## src/rtl/core/crdb_pkg.sv

```systemverilog
// crdb_pkg: shared types and constants of the csr row degree binner
// no dependencies; used by every other file of the block
`timescale 1ns / 1ps

package crdb_pkg;

  localparam int unsigned DataW      = 32;
  localparam int unsigned CfgIdxW    = 3;
  localparam int unsigned QueueDepth = 2;

  typedef enum logic [CfgIdxW-1:0] {
    CFG_SMALL_LIMIT = 3'd0,
    CFG_LARGE_LIMIT = 3'd1,
    CFG_TOTAL_EDGES = 3'd2,
    CFG_TOTAL_ROWS  = 3'd3,
    CFG_BIN0_CAP    = 3'd4,
    CFG_BIN1_CAP    = 3'd5,
    CFG_BIN2_CAP    = 3'd6
  } cfg_idx_e;

  typedef enum logic [1:0] {
    BIN_SMALL  = 2'd0,
    BIN_MEDIUM = 2'd1,
    BIN_LARGE  = 2'd2
  } bin_e;

  typedef enum logic [1:0] {
    ST_OK          = 2'd0,
    ST_BAD_THRESH  = 2'd1,
    ST_BAD_OFFSETS = 2'd2,
    ST_OVER_CAP    = 2'd3
  } status_e;

  typedef struct packed {
    logic [DataW-1:0] small_limit;
    logic [DataW-1:0] large_limit;
    logic [DataW-1:0] total_edges;
    logic [DataW-1:0] total_rows;
    logic [DataW-1:0] bin0_cap;
    logic [DataW-1:0] bin1_cap;
    logic [DataW-1:0] bin2_cap;
  } cfg_t;

  // classified row handed from front to back
  typedef struct packed {
    logic             has_row;
    logic [DataW-1:0] row_index;
    bin_e             bin;
    logic             last;
    status_e          status;
  } job_t;

  typedef struct packed {
    logic             has_row;
    logic [DataW-1:0] row_index;
    logic [1:0]       bin;
    logic             last;
    logic [1:0]       status;
    logic [DataW-1:0] bin0_rows;
    logic [DataW-1:0] bin1_rows;
    logic [DataW-1:0] bin2_rows;
  } res_t;

endpackage

```

## src/rtl/core/crdb_in_if.sv

```systemverilog
// crdb_in_if: offset input channel of the csr row degree binner
// depends on crdb_pkg
`timescale 1ns / 1ps

interface crdb_in_if;
  logic                      valid;
  logic                      ready;
  logic [crdb_pkg::DataW-1:0] offset;

  modport source (output valid, output offset, input ready);
  modport sink   (input valid, input offset, output ready);
endinterface

```

## src/rtl/core/crdb_out_if.sv

```systemverilog
// crdb_out_if: result channel of the csr row degree binner
// depends on crdb_pkg
`timescale 1ns / 1ps

interface crdb_out_if;
  logic                       valid;
  logic                       ready;
  logic                       has_row;
  logic [crdb_pkg::DataW-1:0] row_index;
  logic [1:0]                 bin;
  logic                       last;
  logic [1:0]                 status;
  logic [crdb_pkg::DataW-1:0] bin0_rows;
  logic [crdb_pkg::DataW-1:0] bin1_rows;
  logic [crdb_pkg::DataW-1:0] bin2_rows;

  modport source (output valid, output has_row, output row_index, output bin, output last,
                  output status, output bin0_rows, output bin1_rows, output bin2_rows,
                  input ready);
  modport sink   (input valid, input has_row, input row_index, input bin, input last,
                  input status, input bin0_rows, input bin1_rows, input bin2_rows,
                  output ready);
endinterface

```

## src/rtl/core/crdb_cfg_if.sv

```systemverilog
// crdb_cfg_if: configuration write channel of the csr row degree binner
// depends on crdb_pkg
`timescale 1ns / 1ps

interface crdb_cfg_if;
  logic                         valid;
  logic                         ready;
  logic [crdb_pkg::CfgIdxW-1:0] index;
  logic [crdb_pkg::DataW-1:0]   data;

  modport source (output valid, output index, output data, input ready);
  modport sink   (input valid, input index, input data, output ready);
endinterface

```

## src/rtl/core/crdb_cfg_regs.sv

```systemverilog
// crdb_cfg_regs: configuration register file, one write per cycle
// depends on crdb_pkg and crdb_cfg_if
`timescale 1ns / 1ps

module crdb_cfg_regs (
  input  logic              clk_i,
  input  logic              rst_ni,
  crdb_cfg_if.sink          cfg_i,
  output crdb_pkg::cfg_t    cfg_o
);

  crdb_pkg::cfg_t cfg_q;

  assign cfg_i.ready = 1'b1;
  assign cfg_o       = cfg_q;

  always_ff @(posedge clk_i or negedge rst_ni) begin
    if (!rst_ni) begin
      cfg_q <= '{large_limit: crdb_pkg::DataW'(1), default: '0};
    end else if (cfg_i.valid) begin
      unique case (cfg_i.index)
        crdb_pkg::CFG_SMALL_LIMIT: cfg_q.small_limit <= cfg_i.data;
        crdb_pkg::CFG_LARGE_LIMIT: cfg_q.large_limit <= cfg_i.data;
        crdb_pkg::CFG_TOTAL_EDGES: cfg_q.total_edges <= cfg_i.data;
        crdb_pkg::CFG_TOTAL_ROWS:  cfg_q.total_rows  <= cfg_i.data;
        crdb_pkg::CFG_BIN0_CAP:    cfg_q.bin0_cap    <= cfg_i.data;
        crdb_pkg::CFG_BIN1_CAP:    cfg_q.bin1_cap    <= cfg_i.data;
        crdb_pkg::CFG_BIN2_CAP:    cfg_q.bin2_cap    <= cfg_i.data;
        default: ;
      endcase
    end
  end

endmodule

```

## src/rtl/core/crdb_front.sv

```systemverilog
// crdb_front: accepts offsets, computes row degree, bin, threshold and offset checks
// depends on crdb_pkg and crdb_in_if
`timescale 1ns / 1ps

module crdb_front #(
  parameter int unsigned VALUE_WIDTH = 32
) (
  input  logic            clk_i,
  input  logic            rst_ni,
  crdb_in_if.sink         in_i,
  input  crdb_pkg::cfg_t  cfg_i,
  output logic            job_valid_o,
  input  logic            job_ready_i,
  output crdb_pkg::job_t  job_o
);

  localparam int unsigned OffW = (VALUE_WIDTH < crdb_pkg::DataW) ? VALUE_WIDTH
                                                                  : crdb_pkg::DataW;

  logic [OffW-1:0]            prev_q;
  logic [crdb_pkg::DataW-1:0] seen_q;
  logic                       bad_q;

  logic [OffW-1:0] v, small_lim, large_lim, edges, deg;
  logic            has_row, last, emit, bad_now, table_bad, accept;

  always_comb begin
    v         = in_i.offset[OffW-1:0];
    small_lim = cfg_i.small_limit[OffW-1:0];
    large_lim = cfg_i.large_limit[OffW-1:0];
    edges     = cfg_i.total_edges[OffW-1:0];
    has_row   = seen_q != '0;
    last      = seen_q == cfg_i.total_rows;
    emit      = has_row || last;
    deg       = v - prev_q;
    bad_now   = bad_q || (has_row && (v < prev_q)) || (!has_row && (v != '0));

    if (cfg_i.total_rows == '0) begin
      table_bad = edges != '0;
    end else begin
      table_bad = bad_now || (v != edges);
    end

    job_o.has_row   = has_row;
    job_o.last      = last;
    job_o.row_index = has_row ? (seen_q - crdb_pkg::DataW'(1)) : '0;

    if (!has_row) begin
      job_o.bin = crdb_pkg::BIN_SMALL;
    end else if (deg <= small_lim) begin
      job_o.bin = crdb_pkg::BIN_SMALL;
    end else if (deg <= large_lim) begin
      job_o.bin = crdb_pkg::BIN_MEDIUM;
    end else begin
      job_o.bin = crdb_pkg::BIN_LARGE;
    end

    if (!last) begin
      job_o.status = crdb_pkg::ST_OK;
    end else if (small_lim >= large_lim) begin
      job_o.status = crdb_pkg::ST_BAD_THRESH;
    end else if (table_bad) begin
      job_o.status = crdb_pkg::ST_BAD_OFFSETS;
    end else begin
      job_o.status = crdb_pkg::ST_OK;
    end
  end

  assign in_i.ready  = job_ready_i;
  assign job_valid_o = in_i.valid && emit;
  assign accept      = in_i.valid && job_ready_i;

  always_ff @(posedge clk_i or negedge rst_ni) begin
    if (!rst_ni) begin
      prev_q <= '0;
      seen_q <= '0;
      bad_q  <= 1'b0;
    end else if (accept) begin
      if (last) begin
        prev_q <= '0;
        seen_q <= '0;
        bad_q  <= 1'b0;
      end else begin
        prev_q <= v;
        seen_q <= seen_q + crdb_pkg::DataW'(1);
        bad_q  <= bad_now;
      end
    end
  end

endmodule

```

## src/rtl/core/crdb_queue.sv

```systemverilog
// crdb_queue: short job queue between classifier front and counting back
// depends on crdb_pkg
`timescale 1ns / 1ps

module crdb_queue (
  input  logic            clk_i,
  input  logic            rst_ni,
  input  logic            push_valid_i,
  output logic            push_ready_o,
  input  crdb_pkg::job_t  push_data_i,
  output logic            pop_valid_o,
  input  logic            pop_ready_i,
  output crdb_pkg::job_t  pop_data_o
);

  localparam int unsigned PtrW = (crdb_pkg::QueueDepth > 1) ? $clog2(crdb_pkg::QueueDepth) : 1;
  localparam int unsigned CntW = $clog2(crdb_pkg::QueueDepth + 1);
  localparam logic [PtrW-1:0] LastPtr = PtrW'(crdb_pkg::QueueDepth - 1);
  localparam logic [CntW-1:0] FullCnt = CntW'(crdb_pkg::QueueDepth);

  crdb_pkg::job_t  mem_q [crdb_pkg::QueueDepth];
  logic [PtrW-1:0] wr_ptr_q, rd_ptr_q;
  logic [CntW-1:0] cnt_q;
  logic            push, pop;

  assign push_ready_o = cnt_q != FullCnt;
  assign pop_valid_o  = cnt_q != '0;
  assign pop_data_o   = mem_q[rd_ptr_q];
  assign push         = push_valid_i && push_ready_o;
  assign pop          = pop_valid_o && pop_ready_i;

  always_ff @(posedge clk_i) begin
    if (push) begin
      mem_q[wr_ptr_q] <= push_data_i;
    end
  end

  always_ff @(posedge clk_i or negedge rst_ni) begin
    if (!rst_ni) begin
      wr_ptr_q <= '0;
      rd_ptr_q <= '0;
      cnt_q    <= '0;
    end else begin
      if (push) begin
        wr_ptr_q <= (wr_ptr_q == LastPtr) ? '0 : wr_ptr_q + PtrW'(1);
      end
      if (pop) begin
        rd_ptr_q <= (rd_ptr_q == LastPtr) ? '0 : rd_ptr_q + PtrW'(1);
      end
      if (push && !pop) begin
        cnt_q <= cnt_q + CntW'(1);
      end else if (pop && !push) begin
        cnt_q <= cnt_q - CntW'(1);
      end
    end
  end

endmodule

```

## src/rtl/core/crdb_back.sv

```systemverilog
// crdb_back: per-bin row counters, capacity check and result register
// depends on crdb_pkg and crdb_out_if
`timescale 1ns / 1ps

module crdb_back (
  input  logic            clk_i,
  input  logic            rst_ni,
  input  logic            job_valid_i,
  output logic            job_ready_o,
  input  crdb_pkg::job_t  job_i,
  input  crdb_pkg::cfg_t  cfg_i,
  crdb_out_if.source      out_o
);

  logic [crdb_pkg::DataW-1:0] cnt0_q, cnt1_q, cnt2_q;
  logic [crdb_pkg::DataW-1:0] cnt0_d, cnt1_d, cnt2_d;
  logic                       out_valid_q;
  crdb_pkg::res_t             res_q, res_d;
  crdb_pkg::status_e          status;
  logic                       pop;

  assign job_ready_o = !out_valid_q || out_o.ready;
  assign pop         = job_valid_i && job_ready_o;

  always_comb begin
    cnt0_d = cnt0_q;
    cnt1_d = cnt1_q;
    cnt2_d = cnt2_q;
    if (job_i.has_row) begin
      case (job_i.bin)
        crdb_pkg::BIN_SMALL:  cnt0_d = cnt0_q + crdb_pkg::DataW'(1);
        crdb_pkg::BIN_MEDIUM: cnt1_d = cnt1_q + crdb_pkg::DataW'(1);
        default:              cnt2_d = cnt2_q + crdb_pkg::DataW'(1);
      endcase
    end

    if (job_i.status != crdb_pkg::ST_OK) begin
      status = job_i.status;
    end else if (job_i.last && ((cnt0_d > cfg_i.bin0_cap) || (cnt1_d > cfg_i.bin1_cap) ||
                                (cnt2_d > cfg_i.bin2_cap))) begin
      status = crdb_pkg::ST_OVER_CAP;
    end else begin
      status = crdb_pkg::ST_OK;
    end

    res_d.has_row   = job_i.has_row;
    res_d.row_index = job_i.row_index;
    res_d.bin       = job_i.bin;
    res_d.last      = job_i.last;
    res_d.status    = status;
    res_d.bin0_rows = cnt0_d;
    res_d.bin1_rows = cnt1_d;
    res_d.bin2_rows = cnt2_d;
  end

  always_ff @(posedge clk_i or negedge rst_ni) begin
    if (!rst_ni) begin
      cnt0_q      <= '0;
      cnt1_q      <= '0;
      cnt2_q      <= '0;
      out_valid_q <= 1'b0;
    end else begin
      if (pop) begin
        out_valid_q <= 1'b1;
        if (job_i.last) begin
          cnt0_q <= '0;
          cnt1_q <= '0;
          cnt2_q <= '0;
        end else begin
          cnt0_q <= cnt0_d;
          cnt1_q <= cnt1_d;
          cnt2_q <= cnt2_d;
        end
      end else if (out_o.ready) begin
        out_valid_q <= 1'b0;
      end
    end
  end

  always_ff @(posedge clk_i) begin
    if (pop) begin
      res_q <= res_d;
    end
  end

  assign out_o.valid     = out_valid_q;
  assign out_o.has_row   = res_q.has_row;
  assign out_o.row_index = res_q.row_index;
  assign out_o.bin       = res_q.bin;
  assign out_o.last      = res_q.last;
  assign out_o.status    = res_q.status;
  assign out_o.bin0_rows = res_q.bin0_rows;
  assign out_o.bin1_rows = res_q.bin1_rows;
  assign out_o.bin2_rows = res_q.bin2_rows;

endmodule

```

## src/rtl/core/csr_row_degree_binner_top.sv

```systemverilog
// csr_row_degree_binner_top: sorts csr rows into three degree bins
// depends on crdb_pkg, the crdb interfaces, crdb_cfg_regs, crdb_front, crdb_queue, crdb_back
//
//   channel  dir  word
//   in_i     in   offset (32)
//   out_o    out  has_row, row_index, bin, last, status, bin0_rows..bin2_rows
//   cfg_i    in   index (3), data (32); ready always high
//
// one offset word per cycle sustained while out_o accepts results; each result passes
// the front classifier, then the two-entry queue, then the back result register
// the first offset of a table gives no result unless the table is empty
// reset clears counters, stream state and queue; registers take their reset values
// a stalled out_o fills the queue, after which in_i.ready drops

`timescale 1ns / 1ps

module csr_row_degree_binner_top #(
  parameter int unsigned VALUE_WIDTH = 32
) (
  input  logic       clk_i,
  input  logic       rst_ni,
  crdb_in_if.sink    in_i,
  crdb_out_if.source out_o,
  crdb_cfg_if.sink   cfg_i
);

  crdb_pkg::cfg_t cfg;
  crdb_pkg::job_t push_job, pop_job;
  logic           push_valid, push_ready, pop_valid, pop_ready;

  crdb_cfg_regs u_cfg (
    .clk_i  (clk_i),
    .rst_ni (rst_ni),
    .cfg_i  (cfg_i),
    .cfg_o  (cfg)
  );

  crdb_front #(
    .VALUE_WIDTH (VALUE_WIDTH)
  ) u_front (
    .clk_i       (clk_i),
    .rst_ni      (rst_ni),
    .in_i        (in_i),
    .cfg_i       (cfg),
    .job_valid_o (push_valid),
    .job_ready_i (push_ready),
    .job_o       (push_job)
  );

  crdb_queue u_queue (
    .clk_i        (clk_i),
    .rst_ni       (rst_ni),
    .push_valid_i (push_valid),
    .push_ready_o (push_ready),
    .push_data_i  (push_job),
    .pop_valid_o  (pop_valid),
    .pop_ready_i  (pop_ready),
    .pop_data_o   (pop_job)
  );

  crdb_back u_back (
    .clk_i       (clk_i),
    .rst_ni      (rst_ni),
    .job_valid_i (pop_valid),
    .job_ready_o (pop_ready),
    .job_i       (pop_job),
    .cfg_i       (cfg),
    .out_o       (out_o)
  );

endmodule

```

## src/flat_wrapper.sv

```systemverilog
// flat-port wrapper written by rule: the top's interface ports become plain ports
module csr_row_degree_binner_top_flat 
#(
  parameter int unsigned VALUE_WIDTH = 32
)
  (clk_i, rst_ni, in_i_valid, in_i_offset, in_i_ready, out_o_valid, out_o_has_row, out_o_row_index, out_o_bin, out_o_last, out_o_status, out_o_bin0_rows, out_o_bin1_rows, out_o_bin2_rows, out_o_ready, cfg_i_valid, cfg_i_index, cfg_i_data, cfg_i_ready);
  crdb_in_if in_i_i ();
  crdb_out_if out_o_i ();
  crdb_cfg_if cfg_i_i ();
  input  logic clk_i;
  input  logic rst_ni;
  input wire logic [$bits(in_i_i.valid)-1:0] in_i_valid;
  input wire logic [$bits(in_i_i.offset)-1:0] in_i_offset;
  output wire logic [$bits(in_i_i.ready)-1:0] in_i_ready;
  output wire logic [$bits(out_o_i.valid)-1:0] out_o_valid;
  output wire logic [$bits(out_o_i.has_row)-1:0] out_o_has_row;
  output wire logic [$bits(out_o_i.row_index)-1:0] out_o_row_index;
  output wire logic [$bits(out_o_i.bin)-1:0] out_o_bin;
  output wire logic [$bits(out_o_i.last)-1:0] out_o_last;
  output wire logic [$bits(out_o_i.status)-1:0] out_o_status;
  output wire logic [$bits(out_o_i.bin0_rows)-1:0] out_o_bin0_rows;
  output wire logic [$bits(out_o_i.bin1_rows)-1:0] out_o_bin1_rows;
  output wire logic [$bits(out_o_i.bin2_rows)-1:0] out_o_bin2_rows;
  input wire logic [$bits(out_o_i.ready)-1:0] out_o_ready;
  input wire logic [$bits(cfg_i_i.valid)-1:0] cfg_i_valid;
  input wire logic [$bits(cfg_i_i.index)-1:0] cfg_i_index;
  input wire logic [$bits(cfg_i_i.data)-1:0] cfg_i_data;
  output wire logic [$bits(cfg_i_i.ready)-1:0] cfg_i_ready;
  assign in_i_i.valid = in_i_valid;
  assign in_i_i.offset = in_i_offset;
  assign in_i_ready = in_i_i.ready;
  assign out_o_valid = out_o_i.valid;
  assign out_o_has_row = out_o_i.has_row;
  assign out_o_row_index = out_o_i.row_index;
  assign out_o_bin = out_o_i.bin;
  assign out_o_last = out_o_i.last;
  assign out_o_status = out_o_i.status;
  assign out_o_bin0_rows = out_o_i.bin0_rows;
  assign out_o_bin1_rows = out_o_i.bin1_rows;
  assign out_o_bin2_rows = out_o_i.bin2_rows;
  assign out_o_i.ready = out_o_ready;
  assign cfg_i_i.valid = cfg_i_valid;
  assign cfg_i_i.index = cfg_i_index;
  assign cfg_i_i.data = cfg_i_data;
  assign cfg_i_ready = cfg_i_i.ready;
  csr_row_degree_binner_top #(.VALUE_WIDTH(VALUE_WIDTH)) u_core (.clk_i(clk_i), .rst_ni(rst_ni), .in_i(in_i_i), .out_o(out_o_i), .cfg_i(cfg_i_i));
endmodule
```

## config.mk

```make
export PLATFORM = sky130hd
export DESIGN_NAME = csr_row_degree_binner_top_flat
export DESIGN_NICKNAME = d
export VERILOG_FILES = /design/src/rtl/core/crdb_pkg.sv /design/src/rtl/core/crdb_in_if.sv /design/src/rtl/core/crdb_out_if.sv /design/src/rtl/core/crdb_cfg_if.sv /design/src/rtl/core/crdb_cfg_regs.sv /design/src/rtl/core/crdb_front.sv /design/src/rtl/core/crdb_queue.sv /design/src/rtl/core/crdb_back.sv /design/src/rtl/core/csr_row_degree_binner_top.sv /design/src/flat_wrapper.sv
export SDC_FILE = /design/constraint.sdc
export NUM_CORES = 1
export LEC_CHECK = 0
export ABC_AREA = 1
export BUFFER_PORTS_ARGS = -buffer_cell sky130_fd_sc_hd__buf_2
export CELL_PAD_IN_SITES_DETAIL_PLACEMENT = 1
export CELL_PAD_IN_SITES_GLOBAL_PLACEMENT = 2
export CORE_ASPECT_RATIO = 1.5
export CORE_MARGIN = 5
export CORE_UTILIZATION = 41
export CTS_CLUSTER_SIZE = 28
export DETAILED_ROUTE_END_ITERATION = 16
export PLACE_DENSITY_LB_ADDON = 0.1
export SLEW_MARGIN = 20
export SYNTH_ARGS = -nofsm -noshare
export SYNTH_HDL_FRONTEND = slang
export SYNTH_SLANG_ARGS = --single-unit
```

## constraint.sdc

```tcl
create_clock -name clk_i -period 16.7 [get_ports clk_i]
set_input_delay 5.01 -clock clk_i [delete_from_list [all_inputs] [get_ports clk_i]]
set_output_delay 5.01 -clock clk_i [all_outputs]
set_load 0.02 [all_outputs]
```

==> flow_summary_export.csv <==
group,metric,value,unit
routing,drt-total-wl,108,mm
die,die_y,358,um
yosys,syn_nets,4181,
sta,tightest_slew,1.13,ns
worst_setup_path,crit_top_cell,"nand2_1",
power_and_ir_drop,powerDensity,161,nW/um2
yosys,yosysUniqueCellTypes,61,
worst_setup_path,critPathMaxFanout,5,
placement,post-place-ws,8.12,ns
job,max_cap_viol_count,0,
yosys,synth_area_leader_cell,"dfrtp_1",
worst_setup_path,cp.depth,21,
sta,max_slew_margin,25.0,%
run_status,status,"complete, no violations",
yosys,yosys_warnings,0,
final_layout,finish.net_count,4373,
routing,viasPerCell,5.18,
die,io_pins,209,
worst_setup_path,worst_path_largest_cell_delay,0.47,ns
clock_tree,cts_repair_resize_count,0,
worst_hold_path,hold_start,"u_core.u_queue.cnt_q[0]$_DFFE_PN0P_",
sta,finalMaxSlewViolations,0,
power_and_ir_drop,ir_worst_vdd,0.000125,V
worst_setup_path,worstRegToRegCells,22,
power_and_ir_drop,internal-power,3.60,mW
sta,fmax,125,MHz
clock_tree,cts_made_buffers,66,
sta,finClkSkew,0.0228,ns
clock_tree,clkTransAtPathRegs,0.06,ns
die,core-area,79900,um2
sta,hold_viol,0,
clock_tree,cts_buffer_depth,3,
worst_setup_path,critPathArrivalTime,8.33,ns
yosys,synth_edf_count,210,
power_and_ir_drop,power.switching,2.43,mW
worst_hold_path,min_to,"u_core.u_queue.cnt_q[0]$_DFFE_PN0P_",
yosys,synthArstFlopShare,65.0,%
clock_tree,cts_sinks,600,
die,die_area,86500,um2
power_and_ir_drop,seqPwrFrac,35.9,%
sta,period_share,47.7,%
sta,rsz0062_at_grt,"false",
worst_hold_path,hold_class,"reg2reg",
yosys,synth_area_leaders,"dfrtp_1 29%, edfxtp_1 19%, nand2_1 11%",
worst_setup_path,reg2reg_slack,11.82,ns
yosys,synthCells,3878,
worst_setup_path,critPathKind,"in2reg",
final_layout,drive_gt1_share,9.71,%
worst_setup_path,required,17.06,ns
routing,wl_met2,53.6,mm
yosys,yosysTopAreaCellShare,29.5,%
global_routing,grt_first_pass_wirelength,166,mm
routing,ant_nets,0,
global_routing,antenna_found_initial,15,
routing,drt_pass1_iterations,5,
worst_setup_path,crit_chain,"buf_2 -> inv_1 -> ha_1 -> fa_1 -> o21ai_1 -> a21oi_1 -> o21ai_1 -> nand2_1 -> nand2_1 -> nand2_1 -> nand3_1 -> nand2_1 -> ha_1 -> nand2_1 -> nor2_1 -> nand2_1 -> nor2_1 -> nand2_1 -> o31a_1 -> nand2_1 -> nor2_1",
power_and_ir_drop,combPwrFrac,38.4,%
yosys,synthFlopType,"dfrtp_1",
final_layout,syn2layout_area_growth,13.2,%
global_routing,grtUsageTotal,24.7,%
power_and_ir_drop,pwr-share-clk,25.8,%
power_and_ir_drop,swShare,40.2,%
clock_tree,cts_root_buf,"clkbuf_16",
clock_tree,post_cts_buffers,0,
final_layout,final_common_cell,"nand2_1",
die,floorplan.die.width,242,um
yosys,syn_area_per_cell,8.52,um2
placement,io_buffers,207,
routing,drc,0,
die,start_util,41.3,%
global_routing,grt_max_degree,189,
sta,final.setup.tns,0,ns
worst_setup_path,timing.rr.end,"u_core.u_back.out_o.status[0]$_DFFE_PP_",
sta,period_needed,7.97,ns
die,rows,127,
final_layout,final_cell_mix,"1,002 x nand2_1, 550 x inv_1, 389 x dfrtp_1",
clock_tree,hold_buffers,0,
clock_tree,clk_latency,0.62,ns
worst_hold_path,min_path_cells,1,
global_routing,grt_pass1_vias,28100,
routing,wl_met3,4.12,mm
power_and_ir_drop,p_leak,18.1,nW
yosys,netlist_area,33000,um2
routing,vias,26700,
sta,worst_slack,8.73,ns
clock_tree,htreeDepth,3,
routing,top_layer_used,"met4",
worst_setup_path,cp-start-kind,"primary input",
placement,gp_congestion,0.903,
yosys,yosysSeqAreaShare,48.6,%
routing,wire_per_inst,20.9,um
clock_tree,cts_tree,"built",
routing,wl_met1,47.3,mm
global_routing,overflow,0,
yosys,ys_ff_latch,600,
routing,drtIter0Drc,1466,
placement,hpwl,81.6,mm
worst_setup_path,crit-reg2reg-launch,"u_core.u_queue.rd_ptr_q$_DFFE_PN0P_",
worst_setup_path,cp_num_buf_inv,2,
worst_setup_path,cp_slowest_cell,"o21ai_1",
worst_setup_path,cp-end-kind,"flip-flop",
sta,finalSetupViolCount,0,
worst_setup_path,crit_family,"compound AO/OA/AOI/OAI gates",
-- logic make-up after synthesis --
family | after synthesis | synth area share (%)
compound gates | 616 | 9.81
flops | 600 | 48.6
mux | 2 | 0.0606
other cells | 1 | 0.0113
buf+inv | 659 | 7.61
xor+xnor | 164 | 4.37
simple gates | 1605 | 20.7
fa+ha+maj | 231 | 8.77
-- sequential cells by signal, summed over array words and instances (netlist names) --
register                       cells
u_core.u_queue.cnt_q               2
u_core.u_back.out_o.bin1_rows     32
u_core.u_queue.rd_ptr_q            1
u_core.u_queue.mem_q              76
u_core.u_front.bad_q               1
u_core.u_back.out_o.status         2
u_core.u_back.out_o.bin            2
u_core.u_front.prev_q             32
u_core.u_queue.wr_ptr_q            1
u_core.u_cfg.cfg_o               224
u_core.u_back.out_o.bin0_rows     32
u_core.u_back.cnt0_q              32
u_core.u_back.out_o.has_row        1
u_core.u_front.seen_q             32
u_core.u_back.out_o.row_index     32
u_core.u_back.cnt2_q              32
u_core.u_back.out_o.valid          1
u_core.u_back.cnt1_q              32
u_core.u_back.out_o.bin2_rows     32
u_core.u_back.out_o.last           1
-- power by group through the flow --
stage / Sequential [mW] / Combinational [mW] / Clock (mW)
finish: 2.16 / 2.31 / 1.55
global route: 2.20 / 2.61 / 1.66
CTS: 2.17 / 2.35 / 1.60
detailed placement: 2.19 / 2.34 / 0
global placement: 2.18 / 2.29 / 0
floorplan: 2.33 / 1.39 / 0
-- how the worst max path moves through the flow --
stage / startpoint / to / slack (ns)
2_1_floorplan: out_o_ready / u_core.u_back.out_o.bin0_rows[0]$_DFFE_PP_ / 6.81
3_3_place_gp: in_i_offset[0] / u_core.u_queue.mem_q[0][4]$_DFFE_PP_ / 8.16
3_5_place_dp: in_i_offset[0] / u_core.u_queue.mem_q[0][4]$_DFFE_PP_ / 8.12
4_1_cts: in_i_offset[0] / u_core.u_queue.mem_q[1][4]$_DFFE_PP_ / 8.76
5_1_grt: in_i_offset[0] / u_core.u_queue.mem_q[1][4]$_DFFE_PP_ / 8.44
6_report: in_i_offset[0] / u_core.u_queue.mem_q[1][4]$_DFFE_PP_ / 8.73
-- cell usage after synthesis, types with 10 or more instances --
library cell and n:
a21o_1 12, a21oi_1 147, buf_2 16, clkbuf_1 74, dfrtp_1 389, edfxtp_1 210, ha_1 230, inv_1 550
inv_2 12, nand2_1 1008, nand3_1 102, nand4_1 78, nor2_1 258, nor2_2 10, nor3_1 55, nor4_1 31
o21ai_0 387, o21ai_1 11, o22ai_1 23, xnor2_1 37, xor2_1 126
-- per-layer routing --
layer / vias up / global-route usage [%]
met1: 13100 / 31.7
met4: 0 / 7.26
met5: - / 0
met3: 136 / 3.24
met2: 440 / 44.0
li1: 13000 / -
-- through the flow --
step	cells	hold WS (ns)	utilization, %	area (um2)	total power [mW]
after floorplan	3878	0.442	-	33000	3.71
after global placement	5034	0.462	44.0	35100	4.47
after detailed placement	5034	0.466	44.0	35100	4.53
after CTS	5153	0.479	46.8	37400	6.11
after global routing	5153	0.498	46.8	37400	6.47
final	5157	0.479	46.8	37400	6.03
-- cell type report --
| type | count | area (um2) |
|---|---|---|
| clock buffer | 92 | 1870 |
| antenna | 4 | 10.0 |
| clock inverter | 27 | 387 |
| sequential | 600 | 16100 |
| multi-input combinational | 2619 | 14500 |
| timing repair buffer | 219 | 1150 |
| fill | 9516 | 42500 |
| tap | 1032 | 1290 |
| inverter | 564 | 2120 |
Note: power is estimated with default switching activity, not from simulation.
